$ cat src/tfnd_pkg.sv
// shared types, constants and bit permutations of the fingering note decoder
`default_nettype none

package tfnd_pkg;

    localparam int unsigned WORD_W      = 32;
    localparam int unsigned IDX_W       = 6;
    localparam int unsigned STATUS_W    = 8;
    localparam int unsigned FINGER_W    = 9;
    localparam int unsigned CONTROL_W   = 3;
    localparam int unsigned NOTE_W      = 8;
    localparam int unsigned MASK_W      = 16;
    localparam int unsigned SCAN_START  = 2;
    localparam int unsigned PATTERN_BIT = 31;

    localparam logic [WORD_W-1:0] END_MARK  = 32'hFFFF_FFFF;
    localparam logic [NOTE_W-1:0] NOT_FOUND = 8'hFF;

    localparam logic MODE_WRITE  = 1'b0;
    localparam logic MODE_DECODE = 1'b1;

    typedef enum logic [2:0] {
        ST_IDLE   = 3'b001,
        ST_SCAN   = 3'b010,
        ST_FINISH = 3'b100
    } tfnd_state_t;

    typedef struct packed {
        logic load_item;
        logic write_word;
        logic scan_run;
        logic load_result;
    } tfnd_cmd_t;

    typedef struct packed {
        logic scan_done;
        logic out_free;
    } tfnd_stat_t;

    function automatic logic [FINGER_W-1:0] permute_fingers(
        input logic [STATUS_W-1:0] lo,
        input logic [STATUS_W-1:0] hi
    );
        permute_fingers = {hi[3], hi[1], hi[2], lo[6], lo[7], lo[4], lo[2], lo[1], lo[0]};
    endfunction

    function automatic logic [CONTROL_W-1:0] permute_control(
        input logic [STATUS_W-1:0] lo,
        input logic [STATUS_W-1:0] hi
    );
        permute_control = {hi[0], lo[3], lo[5]};
    endfunction

endpackage

`default_nettype wire

$ cat src/tfnd_in_if.sv
// request channel of the fingering note decoder
`default_nettype none

interface tfnd_in_if;
    import tfnd_pkg::*;

    logic                valid;
    logic                ready;
    logic                mode;
    logic [IDX_W-1:0]    word_index;
    logic [WORD_W-1:0]   word_value;
    logic [STATUS_W-1:0] status_low;
    logic [STATUS_W-1:0] status_high;

    modport source (
        output valid, mode, word_index, word_value, status_low, status_high,
        input  ready
    );
    modport sink (
        input  valid, mode, word_index, word_value, status_low, status_high,
        output ready
    );
endinterface

`default_nettype wire

$ cat src/tfnd_out_if.sv
// result channel of the fingering note decoder
`default_nettype none

interface tfnd_out_if;
    import tfnd_pkg::*;

    logic                 valid;
    logic                 ready;
    logic [FINGER_W-1:0]  finger_bits;
    logic [CONTROL_W-1:0] control_bits;
    logic [NOTE_W-1:0]    note_out;
    logic                 found;

    modport source (
        output valid, finger_bits, control_bits, note_out, found,
        input  ready
    );
    modport sink (
        input  valid, finger_bits, control_bits, note_out, found,
        output ready
    );
endinterface

`default_nettype wire

$ cat src/tfnd_ctrl.sv
// controller state machine: accepts requests, runs the table scan, hands off results
`default_nettype none

module tfnd_ctrl (
    input  wire logic               clk,
    input  wire logic               rst_n,
    input  wire logic               req_valid,
    input  wire logic               req_mode,
    output logic                    req_ready,
    input  wire tfnd_pkg::tfnd_stat_t stat,
    output tfnd_pkg::tfnd_cmd_t     cmd
);
    import tfnd_pkg::*;

    tfnd_state_t state_reg;
    tfnd_state_t state_next;

    always_ff @(posedge clk or negedge rst_n)
    begin
        if (!rst_n)
        begin
            state_reg <= ST_IDLE;
        end
        else
        begin
            state_reg <= state_next;
        end
    end

    always_comb
    begin
        state_next = state_reg;
        req_ready  = 1'b0;
        cmd        = '0;
        case (state_reg)
            ST_IDLE:
            begin
                req_ready = 1'b1;
                if (req_valid)
                begin
                    cmd.load_item  = 1'b1;
                    cmd.write_word = (req_mode == MODE_WRITE);
                    state_next     = (req_mode == MODE_DECODE) ? ST_SCAN : ST_FINISH;
                end
            end
            ST_SCAN:
            begin
                cmd.scan_run = 1'b1;
                if (stat.scan_done)
                begin
                    state_next = ST_FINISH;
                end
            end
            ST_FINISH:
            begin
                if (stat.out_free)
                begin
                    cmd.load_result = 1'b1;
                    state_next      = ST_IDLE;
                end
            end
            default:
            begin
                state_next = ST_IDLE;
            end
        endcase
    end

endmodule

`default_nettype wire

$ cat src/tfnd_datapath.sv
// datapath: fingering table memory, scan pipeline, result and output registers
`default_nettype none

module tfnd_datapath #(
    parameter int unsigned TABLE_DEPTH = 64
) (
    input  wire logic                           clk,
    input  wire logic                           rst_n,
    input  wire tfnd_pkg::tfnd_cmd_t            cmd,
    output tfnd_pkg::tfnd_stat_t                stat,
    input  wire logic                           req_mode,
    input  wire logic [tfnd_pkg::IDX_W-1:0]     req_word_index,
    input  wire logic [tfnd_pkg::WORD_W-1:0]    req_word_value,
    input  wire logic [tfnd_pkg::STATUS_W-1:0]  req_status_low,
    input  wire logic [tfnd_pkg::STATUS_W-1:0]  req_status_high,
    output logic                                rsp_valid,
    input  wire logic                           rsp_ready,
    output logic [tfnd_pkg::FINGER_W-1:0]       rsp_finger_bits,
    output logic [tfnd_pkg::CONTROL_W-1:0]      rsp_control_bits,
    output logic [tfnd_pkg::NOTE_W-1:0]         rsp_note_out,
    output logic                                rsp_found
);
    import tfnd_pkg::*;

    localparam int unsigned AW = (TABLE_DEPTH > 1) ? $clog2(TABLE_DEPTH) : 1;

    logic [WORD_W-1:0] mem [TABLE_DEPTH];

    logic [WORD_W-1:0]    base_reg;
    logic [WORD_W-1:0]    rd_data_reg;
    logic [AW-1:0]        rd_idx_reg;
    logic [AW-1:0]        rd_addr_reg;
    logic                 pipe_valid_reg;
    logic                 skip_reg;
    logic [FINGER_W-1:0]  finger_reg;
    logic [CONTROL_W-1:0] control_reg;
    logic [NOTE_W-1:0]    note_reg;
    logic                 found_reg;

    logic                 rsp_valid_reg;
    logic [FINGER_W-1:0]  rsp_finger_reg;
    logic [CONTROL_W-1:0] rsp_control_reg;
    logic [NOTE_W-1:0]    rsp_note_reg;
    logic                 rsp_found_reg;

    logic [31:0]   widx_ext;
    logic          wr_en;
    logic [AW-1:0] wr_addr;
    logic          eval;
    logic          is_pattern;
    logic          pat_match;
    logic          terminator;
    logic          note_hit;
    logic          last_word;

    assign widx_ext = 32'(req_word_index);
    assign wr_en    = cmd.write_word && (widx_ext < 32'(TABLE_DEPTH));
    assign wr_addr  = widx_ext[AW-1:0];

    // word under test is the one read in the previous scan cycle
    assign eval       = cmd.scan_run && pipe_valid_reg;
    assign is_pattern = rd_data_reg[PATTERN_BIT];
    assign pat_match  = is_pattern &&
                        ((MASK_W'(finger_reg) & rd_data_reg[MASK_W-1:0]) ==
                         {1'b0, rd_data_reg[PATTERN_BIT-1:MASK_W]});
    assign terminator = !skip_reg && (rd_data_reg == END_MARK);
    assign note_hit   = skip_reg && !is_pattern;
    assign last_word  = (rd_idx_reg == AW'(TABLE_DEPTH - 1));

    assign stat.scan_done = eval && (terminator || note_hit || last_word);
    assign stat.out_free  = !rsp_valid_reg || rsp_ready;

    always_ff @(posedge clk)
    begin
        if (wr_en)
        begin
            mem[wr_addr] <= req_word_value;
        end
        if (cmd.scan_run)
        begin
            rd_data_reg <= mem[rd_addr_reg];
            rd_idx_reg  <= rd_addr_reg;
        end
    end

    // copy of word 0 so the base needs no extra read port
    always_ff @(posedge clk)
    begin
        if (wr_en && (widx_ext == 32'd0))
        begin
            base_reg <= req_word_value;
        end
    end

    always_ff @(posedge clk or negedge rst_n)
    begin
        if (!rst_n)
        begin
            pipe_valid_reg <= 1'b0;
            skip_reg       <= 1'b0;
            rd_addr_reg    <= '0;
        end
        else if (cmd.load_item)
        begin
            pipe_valid_reg <= 1'b0;
            skip_reg       <= 1'b0;
            rd_addr_reg    <= AW'(SCAN_START);
        end
        else if (cmd.scan_run)
        begin
            pipe_valid_reg <= 1'b1;
            rd_addr_reg    <= rd_addr_reg + AW'(1);
            if (eval && !skip_reg && !terminator && pat_match)
            begin
                skip_reg <= 1'b1;
            end
        end
    end

    always_ff @(posedge clk)
    begin
        if (cmd.load_item)
        begin
            if (req_mode == MODE_DECODE)
            begin
                finger_reg  <= permute_fingers(req_status_low, req_status_high);
                control_reg <= permute_control(req_status_low, req_status_high);
                note_reg    <= NOT_FOUND;
            end
            else
            begin
                finger_reg  <= '0;
                control_reg <= '0;
                note_reg    <= '0;
            end
            found_reg <= 1'b0;
        end
        else if (eval && note_hit)
        begin
            note_reg  <= base_reg[NOTE_W-1:0] + rd_data_reg[WORD_W-1 -: NOTE_W];
            found_reg <= 1'b1;
        end
    end

    always_ff @(posedge clk or negedge rst_n)
    begin
        if (!rst_n)
        begin
            rsp_valid_reg <= 1'b0;
        end
        else if (cmd.load_result)
        begin
            rsp_valid_reg <= 1'b1;
        end
        else if (rsp_ready)
        begin
            rsp_valid_reg <= 1'b0;
        end
    end

    always_ff @(posedge clk)
    begin
        if (cmd.load_result)
        begin
            rsp_finger_reg  <= finger_reg;
            rsp_control_reg <= control_reg;
            rsp_note_reg    <= note_reg;
            rsp_found_reg   <= found_reg;
        end
    end

    assign rsp_valid        = rsp_valid_reg;
    assign rsp_finger_bits  = rsp_finger_reg;
    assign rsp_control_bits = rsp_control_reg;
    assign rsp_note_out     = rsp_note_reg;
    assign rsp_found        = rsp_found_reg;

endmodule

`default_nettype wire

$ cat src/touch_fingering_note_decoder.sv
// Touch fingering note decoder. Each request either writes one 32-bit word of the
// fingering table (mode 0) or decodes two touch status bytes into finger and control
// bits and looks the fingers up in the table (mode 1). A table write loads its
// all-zero result into the output register once that register is free. A decode
// reads the table one word per cycle through the single read port of the table
// memory, starting at word 2, examines at most TABLE_DEPTH - 2 words and then loads
// its result into the output register once that register is free. One request is
// in flight at a time; a finished result waits in the output register, and the
// next request is taken as soon as the block returns to idle. Table words are
// undefined until written, so a decode must never reach a word that has not been
// written.
`default_nettype none

module touch_fingering_note_decoder #(
    parameter int unsigned TABLE_DEPTH = 64
) (
    input  wire logic   clk,
    input  wire logic   rst_n,
    tfnd_in_if.sink     req,
    tfnd_out_if.source  rsp
);
    import tfnd_pkg::*;

    tfnd_cmd_t  cmd;
    tfnd_stat_t stat;

    tfnd_ctrl u_ctrl (
        .clk       (clk),
        .rst_n     (rst_n),
        .req_valid (req.valid),
        .req_mode  (req.mode),
        .req_ready (req.ready),
        .stat      (stat),
        .cmd       (cmd)
    );

    tfnd_datapath #(
        .TABLE_DEPTH (TABLE_DEPTH)
    ) u_datapath (
        .clk              (clk),
        .rst_n            (rst_n),
        .cmd              (cmd),
        .stat             (stat),
        .req_mode         (req.mode),
        .req_word_index   (req.word_index),
        .req_word_value   (req.word_value),
        .req_status_low   (req.status_low),
        .req_status_high  (req.status_high),
        .rsp_valid        (rsp.valid),
        .rsp_ready        (rsp.ready),
        .rsp_finger_bits  (rsp.finger_bits),
        .rsp_control_bits (rsp.control_bits),
        .rsp_note_out     (rsp.note_out),
        .rsp_found        (rsp.found)
    );

endmodule

`default_nettype wire

$ cat src/flat_wrapper.sv
// flat-port wrapper written by rule: the top's interface ports become plain ports
module touch_fingering_note_decoder_flat import tfnd_pkg::*;
#(
    parameter int unsigned TABLE_DEPTH = 64
)
  (clk, rst_n, req_valid, req_mode, req_word_index, req_word_value, req_status_low, req_status_high, req_ready, rsp_valid, rsp_finger_bits, rsp_control_bits, rsp_note_out, rsp_found, rsp_ready);
  tfnd_in_if req_i ();
  tfnd_out_if rsp_i ();
  input  wire logic clk;
  input  wire logic rst_n;
  input wire logic [$bits(req_i.valid)-1:0] req_valid;
  input wire logic [$bits(req_i.mode)-1:0] req_mode;
  input wire logic [$bits(req_i.word_index)-1:0] req_word_index;
  input wire logic [$bits(req_i.word_value)-1:0] req_word_value;
  input wire logic [$bits(req_i.status_low)-1:0] req_status_low;
  input wire logic [$bits(req_i.status_high)-1:0] req_status_high;
  output wire logic [$bits(req_i.ready)-1:0] req_ready;
  output wire logic [$bits(rsp_i.valid)-1:0] rsp_valid;
  output wire logic [$bits(rsp_i.finger_bits)-1:0] rsp_finger_bits;
  output wire logic [$bits(rsp_i.control_bits)-1:0] rsp_control_bits;
  output wire logic [$bits(rsp_i.note_out)-1:0] rsp_note_out;
  output wire logic [$bits(rsp_i.found)-1:0] rsp_found;
  input wire logic [$bits(rsp_i.ready)-1:0] rsp_ready;
  assign req_i.valid = req_valid;
  assign req_i.mode = req_mode;
  assign req_i.word_index = req_word_index;
  assign req_i.word_value = req_word_value;
  assign req_i.status_low = req_status_low;
  assign req_i.status_high = req_status_high;
  assign req_ready = req_i.ready;
  assign rsp_valid = rsp_i.valid;
  assign rsp_finger_bits = rsp_i.finger_bits;
  assign rsp_control_bits = rsp_i.control_bits;
  assign rsp_note_out = rsp_i.note_out;
  assign rsp_found = rsp_i.found;
  assign rsp_i.ready = rsp_ready;
  touch_fingering_note_decoder #(.TABLE_DEPTH(TABLE_DEPTH)) u_core (.clk(clk), .rst_n(rst_n), .req(req_i), .rsp(rsp_i));
endmodule
$ cat config.mk
export PLATFORM = sky130hd
export DESIGN_NAME = touch_fingering_note_decoder_flat
export DESIGN_NICKNAME = d
export VERILOG_FILES = /design/src/tfnd_pkg.sv /design/src/tfnd_in_if.sv /design/src/tfnd_out_if.sv /design/src/tfnd_ctrl.sv /design/src/tfnd_datapath.sv /design/src/touch_fingering_note_decoder.sv /design/src/flat_wrapper.sv
export SDC_FILE = /design/constraint.sdc
export NUM_CORES = 2
export LEC_CHECK = 0
export ABC_AREA = 1
export ABC_CLOCK_PERIOD_IN_PS = 5250
export BUFFER_PORTS_ARGS = -buffer_cell sky130_fd_sc_hd__buf_4
export CAP_MARGIN = 40
export CELL_PAD_IN_SITES_DETAIL_PLACEMENT = 2
export CELL_PAD_IN_SITES_GLOBAL_PLACEMENT = 2
export CORE_MARGIN = 8
export CORE_UTILIZATION = 39
export DETAILED_ROUTE_END_ITERATION = 7
export PLACE_DENSITY_LB_ADDON = 0.15
export SLEW_MARGIN = 20
export SYNTH_ARGS = -nofsm -noshare
export SYNTH_HDL_FRONTEND = slang
export SYNTH_HIERARCHICAL = 1
export SYNTH_SLANG_ARGS = --single-unit
$ cat constraint.sdc
create_clock -name clk -period 5.25 [get_ports clk]
set_input_delay 0.2625 -clock clk [delete_from_list [all_inputs] [get_ports clk]]
set_output_delay 0.2625 -clock clk [all_outputs]
set_load 0.005 [all_outputs]
==> metrics.md <==
| Metric | Value |
|---|---|
| Final period util | `68.5%` |
| Row count | `177` |
| Clk_skew | `0.0336 ns` |
| Sw Pwr | `0.0165 W` |
| Yosys cell types | `38` |
| Worst-case vdd ir drop | `0.412 mV` |
| Max-slew violations | `0` |
| Int Power | `0.0315 W` |
| CP delay by family, top | `buffers and inverters` |
| Cells after synthesis | `8213` |
| Antenna Nets Post-Route | `0` |
| Top_reg_cell synth | `edfxtp_1` |
| Fraction of registers with async set/reset | `0.559%` |
| I/O Pins | `82` |
| Buf/Inv on CP | `2` |
| Power share of the clock group | `33.0%` |
| Area of the multi-input gates | `20300 um^2` |
| Mapped Area | `91300 um^2` |
| First-pass GRT wire length | `471 mm` |
| Vias per std cell | `5.45` |
| R2R Path End | `u_core/u_datapath/rd_data_reg[29]` |
| Hold Path End | `u_core/u_datapath/mem[48][29]` |
| Pre-antenna DRT Iters | `5` |
| CP peak stage delay | `0.83 ns` |
| CTS tree | `yes` |
| Starting Density | `39.2%` |
| Nets | `8428` |
| CP max stage cell | `dfrtp_4` |
| Grt ovf | `0` |
| Combinational Power Share | `26.5%` |
| Status | `finished clean` |
| Vias in the first global route | `69700` |
| Max FO, Critical Path | `177` |
| Hold depth | `1` |
| Leakage | `41.0 nW` |
| R2R setup slack | `1.65 ns` |
| Drt total wl | `323 mm` |
| Worst EP required | `5.84 ns` |
| Number of flip-flops in the largest register | `2048` |
| Clock Tree Buf Depth | `3` |
| RSZ-0062 raised after global routing | `no` |
| Setup_tns | `0 ns` |
| Crit path capture type | `register` |
| Syn Area/Cell | `11.1 um^2` |
| R2r startpoint | `u_core/u_datapath/rd_addr_reg[0]` |
| Chip Height | `500 um` |
| Syn_nets | `8281` |
| Endpoints failing hold | `0` |
| Initial antenna violation count | `21` |
| Reg power frac | `40.5%` |
| Htree depth | `4` |
| Min-Delay Path Class | `in2reg` |
| Worst slew pin tran | `0.986 ns` |
| Hold WS | `0.0507 ns` |
| Placer congestion estimate | `0.795` |
| Final min period | `3.60 ns` |
| Sink Count | `2148` |
| Synth warn | `6` |
| Root Driver | `clkbuf_16` |
| DR WL/cell | `27.7 um` |
| Reg clk slew, reported paths | `0.06 ns` |
| PortBufs | `77` |
| Post-synth EDFFs | `2135` |
| Area of the core | `233000 um^2` |
| Worst path cell trace | `clkinv_16 > buf_4 > nand2_1 > nand2_1 > nand2_1 > nand3_1 > nand3_1 > nand3_1 > nand3_1 > nand2_1` |
| FF+latch area | `64500 um^2` |
| Kind of critical path | `reg2reg` |
| Synthesis-stage register bit count | `2148` |
| Largest net degree at the start of global routing | `181` |
| DP HPWL | `185 mm` |
| Fmax | `278 MHz` |
| R2R depth | `10` |
| Area growth from synthesis to layout | `14.7%` |
| Seq/Total Area, Yosys | `70.5%` |
| Num CTS Buffers | `234` |
| Crit path DAT | `4.18 ns` |
| Switching Fraction | `34.3%` |
| All-Layer GR Usage | `25.3%` |
| Worst-Skew Late Latency | `0.86 ns` |
| Drt drc | `0` |
| DIE WIDTH | `500 um` |
| Number of fill cells | `23300` |
| Endpoints failing setup | `0` |
| Drt first-iter violations | `4954` |
| Max-cap violations | `0` |
| Pwr per Cell Area | `458 nW/um^2` |
| Critical Path Source Type | `register` |
| Via Count | `63700` |
| Relative slew slack | `34.2%` |
| Share of layout cells above drive strength 1 | `11.0%` |
| Hold path start | `req_word_value[29]` |
| Die area | `250000 um^2` |
## power groups by stage
stage | Clock (W) | Combinational (W) | Sequential (W)
floorplan | 0 | 0.00787 | 0.0196
global placement | 0 | 0.0120 | 0.0198
detailed placement | 0 | 0.0126 | 0.0198
CTS | 0.0161 | 0.0128 | 0.0195
global route | 0.0168 | 0.0139 | 0.0195
finish | 0.0158 | 0.0127 | 0.0195
## worst max path at each step
stage,slack (ns),cells after the start,end,from
after floorplan,0.33,5,u_core/u_datapath/mem[48][0],u_core/u_ctrl/state_reg[0]
after global placement,1.63,9,u_core/u_datapath/rd_data_reg[11],u_core/u_datapath/rd_addr_reg[0]
after detailed placement,1.73,9,u_core/u_datapath/rd_data_reg[22],u_core/u_datapath/rd_addr_reg[0]
after CTS,1.72,10,u_core/u_datapath/rd_data_reg[19],u_core/u_datapath/rd_addr_reg[0]
after global routing,1.53,10,u_core/u_datapath/rd_data_reg[29],u_core/u_datapath/rd_addr_reg[0]
final,1.65,10,u_core/u_datapath/rd_data_reg[29],u_core/u_datapath/rd_addr_reg[0]
## layout by cell type (no fill, tap or decap), types with 3 or more instances in the layout
| master | netlist | layout |
|---|---|---|
| edfxtp_1 | 2135 | 2135 |
| nand2_1 | 1973 | 1973 |
| nand3_1 | 1649 | 1649 |
| inv_1 | 1296 | 1292 |
| or2_2 | 258 | 258 |
| clkbuf_16 | 0 | 235 |
| buf_4 | 23 | 230 |
| o211ai_1 | 162 | 162 |
| nor2_1 | 142 | 84 |
| clkbuf_1 | 151 | 69 |
| clkinv_1 | 1 | 67 |
| dlygate4sd3_1 | 0 | 60 |
| nor2_4 | 0 | 56 |
| buf_12 | 0 | 48 |
| o21ai_0 | 41 | 41 |
| clkinv_2 | 0 | 25 |
| nand4_1 | 21 | 21 |
| buf_16 | 0 | 20 |
| bufinv_16 | 0 | 14 |
| a21oi_1 | 12 | 12 |
| nor3_1 | 10 | 10 |
| diode_2 | 0 | 9 |
| nor4_2 | 0 | 8 |
| ha_1 | 8 | 8 |
| inv_6 | 1 | 7 |
| inv_2 | 5 | 6 |
| dfrtp_1 | 11 | 5 |
| buf_8 | 0 | 5 |
| dfrtp_4 | 0 | 5 |
| xor2_1 | 4 | 4 |
| inv_16 | 0 | 3 |
| clkinv_8 | 0 | 3 |
| nor2_2 | 1 | 3 |
| o31ai_1 | 3 | 3 |
| xnor2_1 | 3 | 3 |
## logic make-up after synthesis
group | Yosys count | synth area share, %
fa+ha+maj | 9 | 0.132
buf+inv | 1757 | 7.72
xor+xnor | 7 | 0.0671
flops | 2148 | 70.5
compound gates | 226 | 1.71
simple gates | 4066 | 19.8
## layout make-up
type	instances	share of cell area, %
Sequential cell	2148	61.5
Inverter	1303	4.72
Multi-Input combinational cell	4308	19.4
Clock inverter	120	0.952
Tap cell	3132	3.74
Clock buffer	304	5.86
Antenna cell	9	0.0215
Timing Repair Buffer	365	3.75
## metrics by stage
step	setup WS (ns)	util [%]	cells	total power (W)	instance area, um^2
floorplan	0.334	-	8213	0.0275	91300
global placement	1.63	41.2	11100	0.0318	95900
detailed placement	1.73	41.5	11200	0.0324	96500
CTS	1.72	44.7	11600	0.0484	104000
global route	1.53	45.0	11700	0.0501	105000
finish	1.65	45.0	11700	0.0480	105000
## cell usage after synthesis, types with 2 or more instances
library cell	count	area, um^2
o21ai_1	2	10.0
xor2_1	4	35.0
nand3_2	2	20.0
buf_1	27	101
nor4_1	8	50.1
nand4_1	21	131
buf_2	245	1230
a31oi_1	2	12.5
inv_2	5	18.8
nor2_1	142	533
o211ai_1	162	1220
nand3_1	1649	8250
inv_1	1296	4860
ha_1	8	100
edfxtp_1	2135	64100
buf_4	23	173
buf_6	8	90.1
dfrtp_1	11	275
xnor2_1	3	26.3
nand2_1	1973	7410
o21ai_0	41	205
o31ai_1	3	22.5
nor3_1	10	50.1
clkbuf_1	151	567
or2_2	258	1610
a21oi_1	12	60.1
## per-layer routing
layer / GRT usage, % / share of wire [%] / vias to the layer above
met5: 0 / 0.0074 / -
met4: 6.88 / 2.8 / 4
met3: 3.20 / 4.9 / 478
met2: 43.9 / 49 / 1503
met1: 33.6 / 43 / 33900
li1: - / - / 27800
## repair_timing
| item | in CTS | in global routing |
|---|---|---|
| hold buffers | 46 | 14 |
| hold endpoints to repair | 344 | 379 |
| setup buffers | 0 | 0 |
| gates resized for setup | 0 | 0 |
No activity file was read; power rests on OpenSTA's default activity.
